### src/rtl/rlfb_pkg.sv
package rlfb_pkg;

  // Target search limits
  localparam int MAX_TRIES = 16;
  localparam int TRY_W     = $clog2(MAX_TRIES + 1);

  // Random target generator
  localparam logic [31:0] LFSR_TAPS  = 32'h8020_0003;
  localparam logic [31:0] SEED_RST   = 32'd1;
  localparam logic [31:0] SEED_ZERO  = 32'd1;

  // Levels
  localparam logic [7:0] FILL_LEVEL = 8'h55;
  localparam logic [7:0] FULL_LEVEL = 8'hff;

  // Luma in units of 1/10000
  localparam int          LUMA_W     = 22;
  localparam int          LUMA_SCALE = 10000;
  localparam logic [13:0] COEF_RED   = 14'd2126;
  localparam logic [13:0] COEF_GREEN = 14'd7152;
  localparam logic [13:0] COEF_BLUE  = 14'd722;

  // Channel sequencing during a draw
  localparam logic [1:0] CH_RED  = 2'd0;
  localparam logic [1:0] CH_GREEN = 2'd1;
  localparam logic [1:0] CH_LAST = 2'd2;

  localparam int PHASE_W = 5;

  // Register reset values
  localparam logic [15:0] FADE_PERIOD_RST  = 16'd3000;
  localparam logic [15:0] BLINK_PERIOD_RST = 16'd500;
  localparam logic [7:0]  LUMA_MIN_RST     = 8'd10;
  localparam logic [7:0]  LUMA_MAX_RST     = 8'd50;
  localparam logic [3:0]  BLINK_PAIRS_RST  = 4'd3;

  typedef enum logic [2:0] {
    OP_TICK   = 3'd0,
    OP_SET    = 3'd1,
    OP_FADE   = 3'd2,
    OP_BLINK  = 3'd3,
    OP_OFF    = 3'd4,
    OP_TOGGLE = 3'd5
  } op_t;

  typedef enum logic [1:0] {
    MODE_NONE  = 2'd0,
    MODE_COLOR = 2'd1,
    MODE_FADE  = 2'd2,
    MODE_BLINK = 2'd3
  } mode_t;

  typedef enum logic [1:0] {
    KIND_FRAME = 2'd0,
    KIND_ON    = 2'd1,
    KIND_OFF   = 2'd2
  } kind_t;

  typedef enum logic [2:0] {
    REG_FADE_PERIOD  = 3'd0,
    REG_BLINK_PERIOD = 3'd1,
    REG_LUMA_MIN     = 3'd2,
    REG_LUMA_MAX     = 3'd3,
    REG_BLINK_PAIRS  = 3'd4,
    REG_RANDOM_SEED  = 3'd5
  } reg_idx_t;

  // Controller states
  typedef enum logic [3:0] {
    S_IDLE,
    S_DEC,
    S_PON_FRAME,
    S_PON,
    S_FRAME,
    S_POFF,
    S_DRAW,
    S_CHECK,
    S_POST,
    S_STEP,
    S_SHOW,
    S_BPHASE
  } state_t;

  // Commands from the controller to the datapath
  typedef struct packed {
    logic  load_in;
    logic  clr_loop;
    logic  save_state;
    logic  set_mode;
    mode_t mode;
    logic  load_color;
    logic  set_sel;
    logic  set_powered;
    logic  clr_powered;
    logic  fade_entry;
    logic  wait_dec;
    logic  draw_start;
    logic  draw;
    logic  retry;
    logic  take_target;
    logic  fade_step;
    logic  blink_start;
    logic  blink_show;
    logic  phase_inc;
    logic  restore;
    logic  emit;
    kind_t kind;
    logic  emit_last;
  } dp_cmd_t;

  // Status from the datapath to the controller
  typedef struct packed {
    op_t   op;
    logic  powered;
    mode_t mode;
    logic  loop_running;
    logic  saved_powered;
    logic  wait_done;
    logic  differs;
    logic  hit;
    logic  last_ch;
    logic  tries_done;
    logic  blink_end;
    logic  out_free;
  } dp_stat_t;

  // Eight Galois steps of the target generator
  function automatic logic [31:0] lfsr_step8(input logic [31:0] s);
    logic [31:0] v;
    v = s;
    for (int i = 0; i < 8; i++) begin
      if (v[0]) begin
        v = (v >> 1) ^ LFSR_TAPS;
      end else begin
        v = v >> 1;
      end
    end
    return v;
  endfunction

  // Byte modulo 255
  function automatic logic [7:0] mod255(input logic [7:0] b);
    return (b == FULL_LEVEL) ? 8'h00 : b;
  endfunction

  function automatic logic [13:0] luma_coeff(input logic [1:0] ch);
    logic [13:0] c;
    unique case (ch)
      CH_RED:   c = COEF_RED;
      CH_GREEN: c = COEF_GREEN;
      default:  c = COEF_BLUE;
    endcase
    return c;
  endfunction

endpackage

### src/rtl/rlfb_dp.sv
module rlfb_dp import rlfb_pkg::*; (
  input  logic        clk,
  input  logic        rst,
  input  logic [2:0]  op,
  input  logic [7:0]  red,
  input  logic [7:0]  green,
  input  logic [7:0]  blue,
  input  logic [1:0]  blink_hue,
  input  logic [15:0] fade_period,
  input  logic [15:0] blink_period,
  input  logic [7:0]  luma_min,
  input  logic [7:0]  luma_max,
  input  logic [3:0]  blink_pairs,
  input  logic        seed_load,
  input  logic [31:0] seed_data,
  input  dp_cmd_t     cmd,
  output dp_stat_t    stat,
  output logic        out_valid,
  input  logic        out_stall,
  output logic [1:0]  kind,
  output logic [7:0]  out_red,
  output logic [7:0]  out_green,
  output logic [7:0]  out_blue,
  output logic        last
);

  // Latched input word
  op_t         op_r;
  logic [2:0][7:0] in_color;
  logic [1:0]  hue_r;

  // Mode state
  logic        powered;
  logic        saved_powered;
  mode_t       cur_mode;
  mode_t       saved_mode;
  logic [1:0]  blink_sel;
  logic        loop_running;
  logic [PHASE_W-1:0] phase_count;
  logic [15:0] wait_count;
  logic [31:0] lfsr;

  logic [2:0][7:0] color_now;
  logic [2:0][7:0] color_target;
  logic [2:0][7:0] color_saved;

  // Target search
  logic [1:0]        ch;
  logic [TRY_W-1:0]  tries;
  logic [2:0][7:0]   cand;
  logic [LUMA_W-1:0] acc;
  logic [LUMA_W-1:0] lo_thr;
  logic [LUMA_W-1:0] hi_thr;

  logic [2:0][7:0]   fill_color;
  logic [2:0][7:0]   step_color;
  logic [2:0][7:0]   show_color;
  logic [31:0]       lfsr_next;
  logic [7:0]        level;
  logic [LUMA_W-1:0] prod;
  logic [LUMA_W-1:0] acc_base;

  // Zero channels take the fill level
  always_comb begin
    for (int i = 0; i < 3; i++) begin
      fill_color[i] = (color_now[i] == 8'h00) ? FILL_LEVEL : color_now[i];
    end
  end

  // Move the first differing channel one unit toward the target
  always_comb begin
    logic done;
    done       = 1'b0;
    step_color = color_now;
    for (int i = 0; i < 3; i++) begin
      if (!done && color_now[i] != color_target[i]) begin
        step_color[i] = (color_now[i] < color_target[i]) ? color_now[i] + 8'd1
                                                        : color_now[i] - 8'd1;
        done = 1'b1;
      end
    end
  end

  // Blink frame: primary on even phases, black on odd ones
  always_comb begin
    for (int i = 0; i < 3; i++) begin
      show_color[i] = (!phase_count[0] && blink_sel == 2'(i)) ? FULL_LEVEL : 8'h00;
    end
  end

  // One channel of a candidate per cycle
  assign lfsr_next = lfsr_step8(lfsr);
  assign level     = mod255(lfsr_next[7:0]);
  assign prod      = LUMA_W'(luma_coeff(ch)) * LUMA_W'(level);
  assign acc_base  = (ch == CH_RED) ? '0 : acc;

  // Input word, candidate and thresholds
  always_ff @(posedge clk) begin
    if (cmd.load_in) begin
      op_r        <= op_t'(op);
      in_color[0] <= red;
      in_color[1] <= green;
      in_color[2] <= blue;
      hue_r       <= blink_hue;
    end
    if (cmd.draw) begin
      cand[ch] <= level;
      acc      <= acc_base + prod;
    end
    lo_thr <= LUMA_W'((LUMA_W'(luma_min) + LUMA_W'(1)) * LUMA_W'(LUMA_SCALE));
    hi_thr <= LUMA_W'(LUMA_W'(luma_max) * LUMA_W'(LUMA_SCALE));
  end

  // Mode state and colors
  always_ff @(posedge clk) begin
    if (rst) begin
      powered       <= 1'b0;
      saved_powered <= 1'b0;
      cur_mode      <= MODE_NONE;
      saved_mode    <= MODE_NONE;
      blink_sel     <= 2'd0;
      loop_running  <= 1'b0;
      phase_count   <= '0;
      wait_count    <= 16'd0;
      lfsr          <= SEED_RST;
      color_now     <= '0;
      color_target  <= '0;
      color_saved   <= '0;
      ch            <= CH_RED;
      tries         <= '0;
    end else begin
      if (cmd.save_state) begin
        saved_mode    <= cur_mode;
        saved_powered <= powered;
      end
      if (cmd.set_mode) begin
        cur_mode <= cmd.mode;
      end else if (cmd.restore) begin
        cur_mode <= saved_mode;
      end
      if (cmd.set_sel) begin
        blink_sel <= hue_r;
      end
      if (cmd.set_powered) begin
        powered <= 1'b1;
      end else if (cmd.clr_powered) begin
        powered <= 1'b0;
      end

      if (cmd.clr_loop || cmd.restore) begin
        loop_running <= 1'b0;
      end else if (cmd.fade_entry || cmd.blink_start) begin
        loop_running <= 1'b1;
      end

      if (cmd.blink_start) begin
        phase_count <= '0;
        color_saved <= color_now;
      end else if (cmd.phase_inc) begin
        phase_count <= phase_count + PHASE_W'(1);
      end

      // Wait counter
      if (cmd.fade_entry) begin
        wait_count <= 16'd0;
      end else if (cmd.wait_dec) begin
        if (wait_count != 16'd0) begin
          wait_count <= wait_count - 16'd1;
        end
      end else if (cmd.fade_step) begin
        wait_count <= fade_period;
      end else if (cmd.blink_show) begin
        wait_count <= blink_period;
      end

      // Current color
      priority if (cmd.load_color) begin
        color_now <= in_color;
      end else if (cmd.fade_entry) begin
        color_now <= fill_color;
      end else if (cmd.fade_step) begin
        color_now <= step_color;
      end else if (cmd.blink_show) begin
        color_now <= show_color;
      end else if (cmd.restore) begin
        color_now <= color_saved;
      end

      if (cmd.fade_entry) begin
        color_target <= fill_color;
      end else if (cmd.take_target) begin
        color_target <= cand;
      end

      // Generator: reseed on write, advance on draw
      if (seed_load) begin
        lfsr <= (seed_data == 32'd0) ? SEED_ZERO : seed_data;
      end else if (cmd.draw) begin
        lfsr <= lfsr_next;
      end

      // Channel and try counters
      if (cmd.draw_start) begin
        ch    <= CH_RED;
        tries <= '0;
      end else if (cmd.draw) begin
        ch <= (ch == CH_LAST) ? CH_RED : ch + 2'd1;
      end else if (cmd.retry) begin
        tries <= tries + TRY_W'(1);
      end
    end
  end

  // Output register
  always_ff @(posedge clk) begin
    if (rst) begin
      out_valid <= 1'b0;
    end else if (cmd.emit) begin
      out_valid <= 1'b1;
    end else if (!out_stall) begin
      out_valid <= 1'b0;
    end
  end

  always_ff @(posedge clk) begin
    if (cmd.emit) begin
      kind      <= cmd.kind;
      last      <= cmd.emit_last;
      out_red   <= (cmd.kind == KIND_FRAME) ? color_now[0] : 8'h00;
      out_green <= (cmd.kind == KIND_FRAME) ? color_now[1] : 8'h00;
      out_blue  <= (cmd.kind == KIND_FRAME) ? color_now[2] : 8'h00;
    end
  end

  // Status
  always_comb begin
    stat.op            = op_r;
    stat.powered       = powered;
    stat.mode          = cur_mode;
    stat.loop_running  = loop_running;
    stat.saved_powered = saved_powered;
    stat.wait_done     = (wait_count[15:1] == 15'd0);
    stat.differs       = (color_now != color_target);
    stat.hit           = (acc >= lo_thr) && (acc < hi_thr);
    stat.last_ch       = (ch == CH_LAST);
    stat.tries_done    = (tries == TRY_W'(MAX_TRIES - 1));
    stat.blink_end     = (phase_count >= {blink_pairs, 1'b0});
    stat.out_free      = !out_valid || !out_stall;
  end

endmodule

### src/rtl/rlfb_ctrl.sv
module rlfb_ctrl import rlfb_pkg::*; (
  input  logic     clk,
  input  logic     rst,
  input  logic     in_valid,
  output logic     in_stall,
  output dp_cmd_t  cmd,
  input  dp_stat_t stat
);

  state_t state;
  state_t state_next;
  logic   entry;
  logic   entry_next;

  always_ff @(posedge clk) begin
    if (rst) begin
      state <= S_IDLE;
      entry <= 1'b0;
    end else begin
      state <= state_next;
      entry <= entry_next;
    end
  end

  assign in_stall = (state != S_IDLE);

  always_comb begin
    cmd        = '0;
    state_next = state;
    entry_next = entry;
    unique case (state)
      // Take one word
      S_IDLE: begin
        if (in_valid) begin
          cmd.load_in = 1'b1;
          state_next  = S_DEC;
        end
      end

      // Decode the word against the current mode
      S_DEC: begin
        state_next = S_IDLE;
        unique case (stat.op)
          OP_SET: begin
            cmd.clr_loop   = 1'b1;
            cmd.save_state = 1'b1;
            cmd.set_mode   = 1'b1;
            cmd.mode       = MODE_COLOR;
            cmd.load_color = 1'b1;
            state_next     = stat.powered ? S_FRAME : S_PON_FRAME;
          end
          OP_FADE: begin
            cmd.clr_loop   = 1'b1;
            cmd.save_state = 1'b1;
            cmd.set_mode   = 1'b1;
            cmd.mode       = MODE_FADE;
            if (!stat.powered) state_next = S_PON;
          end
          OP_BLINK: begin
            cmd.clr_loop   = 1'b1;
            cmd.save_state = 1'b1;
            cmd.set_mode   = 1'b1;
            cmd.mode       = MODE_BLINK;
            cmd.set_sel    = 1'b1;
            if (!stat.powered) state_next = S_PON;
          end
          OP_OFF: begin
            cmd.clr_loop    = 1'b1;
            cmd.clr_powered = 1'b1;
            cmd.set_mode    = 1'b1;
            cmd.mode        = MODE_NONE;
            state_next      = S_POFF;
          end
          OP_TOGGLE: begin
            cmd.clr_loop = 1'b1;
            cmd.set_mode = 1'b1;
            if (stat.powered) begin
              cmd.clr_powered = 1'b1;
              cmd.mode        = MODE_NONE;
              state_next      = S_POFF;
            end else begin
              cmd.save_state = 1'b1;
              cmd.mode       = MODE_FADE;
              state_next     = S_PON;
            end
          end
          OP_TICK: begin
            if (stat.powered && stat.mode == MODE_FADE) begin
              if (!stat.loop_running) begin
                cmd.fade_entry = 1'b1;
                cmd.draw_start = 1'b1;
                entry_next     = 1'b1;
                state_next     = S_DRAW;
              end else begin
                cmd.wait_dec = 1'b1;
                entry_next   = 1'b0;
                if (stat.wait_done) begin
                  if (stat.differs) begin
                    state_next = S_STEP;
                  end else begin
                    cmd.draw_start = 1'b1;
                    state_next     = S_DRAW;
                  end
                end
              end
            end else if (stat.powered && stat.mode == MODE_BLINK) begin
              if (!stat.loop_running) begin
                cmd.blink_start = 1'b1;
                state_next      = S_SHOW;
              end else begin
                cmd.wait_dec = 1'b1;
                if (stat.wait_done) begin
                  cmd.phase_inc = 1'b1;
                  state_next    = S_BPHASE;
                end
              end
            end
          end
          default: begin
          end
        endcase
      end

      // Power on ahead of a color frame
      S_PON_FRAME: begin
        if (stat.out_free) begin
          cmd.emit        = 1'b1;
          cmd.kind        = KIND_ON;
          cmd.set_powered = 1'b1;
          state_next      = S_FRAME;
        end
      end

      S_PON: begin
        if (stat.out_free) begin
          cmd.emit        = 1'b1;
          cmd.kind        = KIND_ON;
          cmd.emit_last   = 1'b1;
          cmd.set_powered = 1'b1;
          state_next      = S_IDLE;
        end
      end

      S_FRAME: begin
        if (stat.out_free) begin
          cmd.emit      = 1'b1;
          cmd.kind      = KIND_FRAME;
          cmd.emit_last = 1'b1;
          state_next    = S_IDLE;
        end
      end

      S_POFF: begin
        if (stat.out_free) begin
          cmd.emit      = 1'b1;
          cmd.kind      = KIND_OFF;
          cmd.emit_last = 1'b1;
          state_next    = S_IDLE;
        end
      end

      // Draw one channel of the candidate
      S_DRAW: begin
        cmd.draw = 1'b1;
        if (stat.last_ch) state_next = S_CHECK;
      end

      // Check the candidate luma against the window
      S_CHECK: begin
        if (stat.hit) begin
          cmd.take_target = 1'b1;
          state_next      = S_POST;
        end else if (stat.tries_done) begin
          state_next = entry ? S_FRAME : S_IDLE;
        end else begin
          cmd.retry  = 1'b1;
          state_next = S_DRAW;
        end
      end

      // New target taken: on a fade entry show the entry frame, then step if needed
      S_POST: begin
        if (entry) begin
          if (stat.out_free) begin
            cmd.emit      = 1'b1;
            cmd.kind      = KIND_FRAME;
            cmd.emit_last = !stat.differs;
            state_next    = stat.differs ? S_STEP : S_IDLE;
          end
        end else begin
          state_next = stat.differs ? S_STEP : S_IDLE;
        end
      end

      S_STEP: begin
        cmd.fade_step = 1'b1;
        state_next    = S_FRAME;
      end

      S_SHOW: begin
        cmd.blink_show = 1'b1;
        state_next     = S_FRAME;
      end

      // End of a blink phase: restore or show the next one
      S_BPHASE: begin
        if (stat.blink_end) begin
          cmd.restore = 1'b1;
          if (!stat.saved_powered) begin
            cmd.clr_powered = 1'b1;
            state_next      = S_POFF;
          end else begin
            state_next = S_IDLE;
          end
        end else begin
          state_next = S_SHOW;
        end
      end

      default: begin
        state_next = S_IDLE;
      end
    endcase
  end

endmodule

### src/rtl/rgb_led_fade_blink_controller.sv
// RGB LED strip mode controller.
// Input channel (in_valid/in_stall): one word per command or time tick; op
// selects tick, set color, fade, blink, off or toggle. Output channel
// (out_valid/out_stall): color frames and strip power events, with last set
// on the final word caused by an input word (at most two per input).
// A word is taken when the controller is idle; set color, fade, blink, off
// and toggle pass through decode and their emit states, held by any output
// stall. A fade tick that searches for a new target draws one channel per
// cycle and then checks the candidate in S_CHECK, trying up to MAX_TRIES
// candidates.
// The output register lets a word be taken while a result waits; when the
// receiver stalls, the controller holds in its emit state and in_stall
// stays high until the result has moved.
// Reset (synchronous, rst high) clears all mode state, colors and counters,
// loads the register defaults and seeds the generator with 1.
// Registers sit on the APB port at byte address 4 * index; pready is tied
// high and writes must only be made while the block is idle.
module rgb_led_fade_blink_controller import rlfb_pkg::*; (
  input  logic        clk,
  input  logic        rst,
  // Input words
  input  logic        in_valid,
  output logic        in_stall,
  input  logic [2:0]  op,
  input  logic [7:0]  red,
  input  logic [7:0]  green,
  input  logic [7:0]  blue,
  input  logic [1:0]  blink_hue,
  // Output words
  output logic        out_valid,
  input  logic        out_stall,
  output logic [1:0]  kind,
  output logic [7:0]  out_red,
  output logic [7:0]  out_green,
  output logic [7:0]  out_blue,
  output logic        last,
  // Register port
  input  logic        psel,
  input  logic        penable,
  input  logic        pwrite,
  input  logic [4:0]  paddr,
  input  logic [31:0] pwdata,
  output logic [31:0] prdata,
  output logic        pready
);

  logic [15:0] fade_period;
  logic [15:0] blink_period;
  logic [7:0]  luma_min;
  logic [7:0]  luma_max;
  logic [3:0]  blink_pairs;
  logic [31:0] random_seed;

  reg_idx_t reg_idx;
  logic     wr;
  logic     seed_load;

  dp_cmd_t  cmd;
  dp_stat_t stat;

  assign pready    = 1'b1;
  assign reg_idx   = reg_idx_t'(paddr[4:2]);
  assign wr        = psel && penable && pwrite;
  assign seed_load = wr && (reg_idx == REG_RANDOM_SEED);

  // Register writes
  always_ff @(posedge clk) begin
    if (rst) begin
      fade_period  <= FADE_PERIOD_RST;
      blink_period <= BLINK_PERIOD_RST;
      luma_min     <= LUMA_MIN_RST;
      luma_max     <= LUMA_MAX_RST;
      blink_pairs  <= BLINK_PAIRS_RST;
      random_seed  <= SEED_RST;
    end else if (wr) begin
      unique case (reg_idx)
        REG_FADE_PERIOD:  fade_period  <= pwdata[15:0];
        REG_BLINK_PERIOD: blink_period <= pwdata[15:0];
        REG_LUMA_MIN:     luma_min     <= pwdata[7:0];
        REG_LUMA_MAX:     luma_max     <= pwdata[7:0];
        REG_BLINK_PAIRS:  blink_pairs  <= pwdata[3:0];
        REG_RANDOM_SEED:  random_seed  <= pwdata;
        default: begin
        end
      endcase
    end
  end

  // Register reads
  always_comb begin
    unique case (reg_idx)
      REG_FADE_PERIOD:  prdata = {16'd0, fade_period};
      REG_BLINK_PERIOD: prdata = {16'd0, blink_period};
      REG_LUMA_MIN:     prdata = {24'd0, luma_min};
      REG_LUMA_MAX:     prdata = {24'd0, luma_max};
      REG_BLINK_PAIRS:  prdata = {28'd0, blink_pairs};
      REG_RANDOM_SEED:  prdata = random_seed;
      default:          prdata = 32'd0;
    endcase
  end

  rlfb_ctrl u_ctrl (
    .clk      (clk),
    .rst      (rst),
    .in_valid (in_valid),
    .in_stall (in_stall),
    .cmd      (cmd),
    .stat     (stat)
  );

  rlfb_dp u_dp (
    .clk          (clk),
    .rst          (rst),
    .op           (op),
    .red          (red),
    .green        (green),
    .blue         (blue),
    .blink_hue    (blink_hue),
    .fade_period  (fade_period),
    .blink_period (blink_period),
    .luma_min     (luma_min),
    .luma_max     (luma_max),
    .blink_pairs  (blink_pairs),
    .seed_load    (seed_load),
    .seed_data    (pwdata),
    .cmd          (cmd),
    .stat         (stat),
    .out_valid    (out_valid),
    .out_stall    (out_stall),
    .kind         (kind),
    .out_red      (out_red),
    .out_green    (out_green),
    .out_blue     (out_blue),
    .last         (last)
  );

endmodule

### config.mk
export PLATFORM = sky130hd
export DESIGN_NAME = rgb_led_fade_blink_controller
export DESIGN_NICKNAME = d
export VERILOG_FILES = /design/src/rtl/rlfb_pkg.sv /design/src/rtl/rlfb_dp.sv /design/src/rtl/rlfb_ctrl.sv /design/src/rtl/rgb_led_fade_blink_controller.sv
export SDC_FILE = /design/constraint.sdc
export NUM_CORES = 1
export LEC_CHECK = 0
export BUFFER_PORTS_ARGS = -buffer_cell sky130_fd_sc_hd__buf_2
export CAP_MARGIN = 20
export CORE_MARGIN = 5
export CORE_UTILIZATION = 50
export DETAILED_ROUTE_END_ITERATION = 6
export PLACE_DENSITY = 0.67
export SETUP_SLACK_MARGIN = 0.3
export SKIP_CTS_REPAIR_TIMING = 1
export SYNTH_ARGS = -nofsm -noshare
export SYNTH_HDL_FRONTEND = slang
export SYNTH_SLANG_ARGS = --single-unit
### constraint.sdc
create_clock -name clk -period 17.5 [get_ports clk]
set_input_delay 0 -clock clk [delete_from_list [all_inputs] [get_ports clk]]
set_output_delay 0 -clock clk [all_outputs]
set_load 0.05 [all_outputs]
# Word level (Yosys, flattened, before mapping)
# Cells that the tools add are included.
dict set report classes {
  n_reduce_logical 63
  n_lt_le_gt_ge 8
  n_bitwise 9
  n_addsub 12
  eq_ne 43
  multipliers 3
  n_mux 129
}
# operator count
set op_table {}
lappend op_table {{$mux W32} 11}
lappend op_table {{$pmux W32 S6} 1}
lappend op_table {{$mux W24} 7}
lappend op_table {{$mux W8} 14}
lappend op_table {{$mux W4} 22}
lappend op_table {{$mux W16} 4}
lappend op_table {{$mux W1} 44}
lappend op_table {{$pmux W4 S9} 1}
lappend op_table {{$logic_not A32 Y1} 1}
lappend op_table {{$not A3 Y4} 8}
lappend op_table {{$pmux W3 S5} 2}
lappend op_table {{$pmux W13 S2} 1}
lappend op_table {{$add A8 B1 Y8 const B} 3}
lappend op_table {{$bwmux W24} 1}
lappend op_table {{$logic_not A8 Y1} 3}
lappend op_table {{$lt A8 B8 Y1} 3}
lappend op_table {{$ne A24 B24 Y1} 1}
lappend op_table {{$ne A8 B8 Y1} 3}
lappend op_table {{$sub A8 B1 Y8 const B} 3}
lappend op_table {{$add A22 B22 Y22} 1}
lappend op_table {{$ge A22 B22 Y1} 1}
lappend op_table {{$lt A22 B22 Y1} 1}
lappend op_table {{$mul A22 B10 Y18 const B} 1}
lappend op_table {{$mux W22} 1}
lappend op_table {{50 further kinds} 129}
dict set report totals {
  out_inout_bits 62
  ff_bits 369
  word_cells 312
}

# Logic depth before layout (Yosys ltp)
dict set report logic_depth {
  depth_word 20
  depth_mapped 35
  ltp_nobuf 33
}

# Hierarchy
# Synthesis repeated with hierarchy kept, for this count alone.
dict set report hier_totals {
  hier_cells 2708
  area_unflattened_um2 24793.8
}
# module cells_each instances area_each_um2
set by_module_without_submodules {}
lappend by_module_without_submodules {rlfb_dp 2089 1 19695.1}
lappend by_module_without_submodules {rgb_led_fade_blink_controller 484 1 4190.3}
lappend by_module_without_submodules {rlfb_ctrl 135 1 908.4}

# Worst setup path before layout
# OpenSTA, ideal clock, no wires.
dict set report synth_path {
  path_type {register to register}
  from {register u_dp.lfsr[0]}
  to {register u_dp.acc[21], data pin}
  t_arrival_ns 7.020
  setup_slack_ns 10.218
  n_path_buf 3
  stages_incl_launch_ff 33
  required_ns 17.238
  cell_sequence {dfxtp_1 > clkbuf_2 > xor2_1 > xnor2_2 > xnor2_2 > xnor2_1 > nor3_1 > nand2_1 > and2_1 > clkbuf_1 > nand2_1 > fa_1 > inv_1 > fa_1 > fa_1 > inv_1 > fa_1 > inv_1 > ha_1 > a21oi_1 > o21ai_0 > a21oi_1 > xnor2_1 > ha_1 > clkbuf_1 > and4_1 > a211o_1 > a21o_1 > a21oi_1 > o21ai_0 > a211o_1 > a21oi_1 > xor2_1}
}
dict set report synth_via {
  elab_chain_cells 16
  word_cells_on_any_way 19
  classes_between {add/sub: 1; mul: 1; eq/ne: 1; mux: 9; bitwise: 7}
}
# item line
set synth_lines {}
lappend synth_lines {{start: declaration} rlfb_dp.sv:41} ;# logic [31:0] lfsr;
lappend synth_lines {{start signal: assignment} rlfb_dp.sv:197} ;# lfsr <= (seed_data == 32'd0) ? SEED_ZERO : seed_data;
lappend synth_lines {{start signal: assignment} rlfb_dp.sv:199} ;# lfsr <= lfsr_next;
lappend synth_lines {{$mux W32 (*)} rlfb_pkg.sv:132} ;# if (v[0]) begin
lappend synth_lines {{$not A3 Y4 (no line)} n/a}
lappend synth_lines {{$mux W32 (*) (2 in a row)} rlfb_pkg.sv:132}
lappend synth_lines {{$not A3 Y4 (no line)} n/a}
lappend synth_lines {{$mux W32 (*) (2 in a row)} rlfb_pkg.sv:132}
lappend synth_lines {{$not A3 Y4 (no line)} n/a}
lappend synth_lines {{$mux W32 (*) (2 in a row)} rlfb_pkg.sv:132}
lappend synth_lines {{$not A3 Y4 (no line)} n/a}
lappend synth_lines {{$mux W32 (*)} rlfb_pkg.sv:132}
lappend synth_lines {{$eq A8 B8 Y1 (*)} rlfb_pkg.sv:143} ;# return (b == FULL_LEVEL) ? 8'h00 : b;
lappend synth_lines {{$mux W8 (*)} rlfb_pkg.sv:143}
lappend synth_lines {{via u_dp.level[7]} rlfb_dp.sv:59} ;# logic [7:0] level;
lappend synth_lines {{$mul A13 B8 Y21 (*)} rlfb_dp.sv:94} ;# assign prod = LUMA_W'(luma_coeff(ch)) * LUMA_W'(level);
lappend synth_lines {{$add A22 B22 Y22 (*)} rlfb_dp.sv:108} ;# acc <= acc_base + prod;
lappend synth_lines {{end signal: assignment} rlfb_dp.sv:108}
lappend synth_lines {{end: declaration} rlfb_dp.sv:51} ;# logic [LUMA_W-1:0] acc;
# Mark *: on every way through the listed nets, which the timed path passes. The rest lies on a longest branch.
# A chain may end at the register's enable or synchronous reset.

# Final worst setup path
dict set report layout_path {
  from {register u_dp.lfsr[0]}
  to {register u_dp.acc[21], data pin}
}
dict set report layout_via {
  elab_chain_cells 16
  word_cells_on_any_way 19
  classes_between {add/sub: 1; mul: 1; eq/ne: 1; mux: 9; bitwise: 7}
}
# item line
set layout_lines {}
lappend layout_lines {{$mux W32 (*)} rlfb_pkg.sv:132}
lappend layout_lines {{$not A3 Y4 (no line)} n/a}
lappend layout_lines {{$mux W32 (*) (2 in a row)} rlfb_pkg.sv:132}
lappend layout_lines {{$not A3 Y4 (no line)} n/a}
lappend layout_lines {{$mux W32 (*) (2 in a row)} rlfb_pkg.sv:132}
lappend layout_lines {{$not A3 Y4 (no line)} n/a}
lappend layout_lines {{$mux W32 (*) (2 in a row)} rlfb_pkg.sv:132}
lappend layout_lines {{$not A3 Y4 (no line)} n/a}
lappend layout_lines {{$mux W32 (*)} rlfb_pkg.sv:132}
lappend layout_lines {{$eq A8 B8 Y1} rlfb_pkg.sv:143}
lappend layout_lines {{$mux W8 (*)} rlfb_pkg.sv:143}
lappend layout_lines {{$mul A13 B8 Y21 (*)} rlfb_dp.sv:94}
lappend layout_lines {{$add A22 B22 Y22 (*)} rlfb_dp.sv:108}
# Every way passes the cells marked *; elsewhere a longest branch is shown, timed or not.

==> metrics.csv <==
metric,value,unit
Slew HR,21.5,%
drc violations,0,
Synth area leader,dfxtp_1,
"Seq/Total Area, Yosys",35.0,%
asr flop ratio synth,0,%
Routed wire per std cell,18.1,um
Syn-to-layout area delta,13.3,%
Worst path max stage delay,0.58,ns
Critical Path Fanout Max,9,
RSZ-0062 raised after global routing,false,
most common library cells after synthesis,"399 x nand2_1, 267 x dfxtp_1, 259 x inv_1",
CTS sink cnt,368,
period utilisation layout,48.3,%
Core Region,47500,um2
gr usage total,23.4,%
ANT nets after route,0,
Avg Inst Size Synth,8.69,um2
dominant register cell in the synthesized netlist,dfxtp_1,
CP Data Arrival Time,8.78,ns
Worst EP required,17.82,ns
largest net degree at the start of global routing,104,
min Tclk post-route,8.45,ns
H-tree levels,2,
Synth top area share,22.3,%
CTS max path bufs,3,
TritonCTS clock tree,yes,
fin. max-slew vios,0,
Setup WS post-layout,9.05,ns
Post-synth EDFFs,101,
placed cell count,3394,
I/O Buffers,131,
via count,20200,
die area,52400,um2
"flops & latches, synth",368,
Pre-antenna DRT Iters,6,
vias per inst,5.70,
synth top area cells,"dfxtp_1 22%, edfxtp_1 13%, ha_1 12%",
1st-iter DRT viols,1662,
Startpoint Class,register,
CP most frequent cell,fa_1,
drt total wl,64100,um
DP HPWL,45400,um
gpl congestion,0.896,
Clock Skew,0.0213,ns
cts bufs inserted,43,
Leak Pwr,0.0121,uW
"Clk pin slew, worst setup/hold paths",0.06,ns
critical path class,reg -> reg,
fmax,0.118,GHz
MaxCap Viol Count,0,
Worst Tran Pin Value,1.17,ns
final setup fails,0,
n_diodes,0,
row cnt,80,
Total Neg Setup Slack,0,ns
"Clk Latency, worst-skew pair",0.58,ns
Starting Density,50.4,%
crit path max-delay cell type,fa_1,
Finished Core Util,57.1,%
Post-Syn Area,24000,um2
critical path capture point type,register,
gr ovfl total,0,
vias in the first global route,19400,
Yosys cell types,80,
Cell Pwr Density,92.1,nW/um2
dpl ws,9.16,ns
Final Power,2500,uW
Finished Layout Cells,3536,
YS warnings,0,
initial antenna violation count,0,
top-count cell post-synth,nand2_1,
first-pass GRT wire length,102000,um
Post-Synthesis Cells,2758,
Fin. Hold Viols,0,
Root Driver,clkbuf_16,
maximum VDD drop,0.0000742,V
layout cells sized above 1,9.00,%
status,finished clean,
Die Wd,229,um
net count after synthesis,3153,
Top Ports,135,
Die Height,229,um
Hold Crit Class,in -> reg,
nets,3286,
## stage by stage
stage               hold slack, ns  cell area (um2)
CTS                         -0.433            26500
global placement             0.179            25100
finish                      0.0125            27200
detailed placement           0.178            25100
global route               0.00758            27200
floorplan                   0.0989            24000
## routing by layer
layer  part of all wire (%)  track usage [%]  vias up  routed length [um]
met5                      0                0        -                   0
met4                    3.4             7.63        0                2170
met3                    5.9             3.24      149                3800
met2                     47             38.1      656               29800
met1                     44             32.3     9615               28300
li1                       -                -     9742                   -
## cell families after synthesis
family                     synth area share [%]
other                                    0.0156
muxes                                      2.82
adders and majority gates                  19.4
DFF                                        35.0
xor gates and xnor gates                   3.86
buffers and inverters                      6.27
AOI/OAI and AO/OA                          15.4
and+or+nand+nor                            17.2
## state kept, by name, summed over array words and instances (netlist names), 5 cells and up
| register | cells |
|---|---|
| u_dp.lfsr | 32 |
| u_dp.out_red | 8 |
| u_dp.out_green | 8 |
| luma_min | 8 |
| u_dp.lo_thr | 18 |
| u_dp.color_saved | 24 |
| u_dp.out_blue | 8 |
| u_dp.color_target | 24 |
| u_dp.tries | 5 |
| u_dp.cand | 24 |
| luma_max | 8 |
| fade_period | 16 |
| u_dp.hi_thr | 18 |
| blink_period | 16 |
| u_dp.wait_count | 16 |
| u_dp.phase_count | 5 |
| u_dp.in_color | 24 |
| u_dp.acc | 21 |
| u_dp.color_now | 24 |
| random_seed | 32 |
## worst paths after layout
kind / cells past startpoint / slack, ns / end / from
max: 29 / 9.05 / u_dp.acc[21]$_DFFE_PP_ / u_dp.lfsr[0]$_SDFFE_PP1P_
min: 3 / 0.01 / u_ctrl.state[1]$_SDFFE_PP0P_ / in_valid
max reg2reg: 29 / 9.05 / u_dp.acc[21]$_DFFE_PP_ / u_dp.lfsr[0]$_SDFFE_PP1P_
min reg2reg: 2 / 0.45 / random_seed[21]$_SDFFE_PP0P_ / random_seed[21]$_SDFFE_PP0P_
## report_power, final
part | switching, uW | total [uW] | internal (uW) | leakage [uW]
registers | 50.4 | 1010 | 956 | 0.00310
logic | 401 | 602 | 201 | 0.00829
clock network | 367 | 891 | 524 | 0.000681
total | 818 | 2500 | 1680 | 0.0121
## final cells by class
cell class | instances | area, um2
Sequential cell | 368 | 8380
Fill cell | 4182 | 20400
Tap cell | 615 | 769
Clock inverter | 18 | 206
Clock buffer | 57 | 1190
Timing Repair Buffer | 218 | 1490
Multi-Input combinational cell | 1997 | 14100
Inverter | 263 | 987
## layout by cell type, fill, tap and decap left out, types with 38 or more instances in the layout
cell type      instances
dlygate4sd3_1         63
buf_2                130
nand2_1              399
nand3_1               55
a21o_1                38
clkbuf_16             44
edfxtp_1             101
a21oi_1              241
dfxtp_1              267
nor3_1                53
and2_1                48
ha_1                 239
fa_1                  83
inv_1                258
mux2i_1               54
nor2_1               205
o21ai_0              106
xnor2_1               72
## critical path, delay by kind of cell, from the launching register on
family                   cells  cell delay (ns)
adder cells (fa/ha/maj)      6             2.85
AO/OA/AOI/OAI                8             1.74
XOR/XNOR                     6             1.54
AND/OR/NAND/NOR              6             1.44
flip-flops                   1             0.46
buffers and inverters        3             0.15
Power figures use the tool's default switching activity.
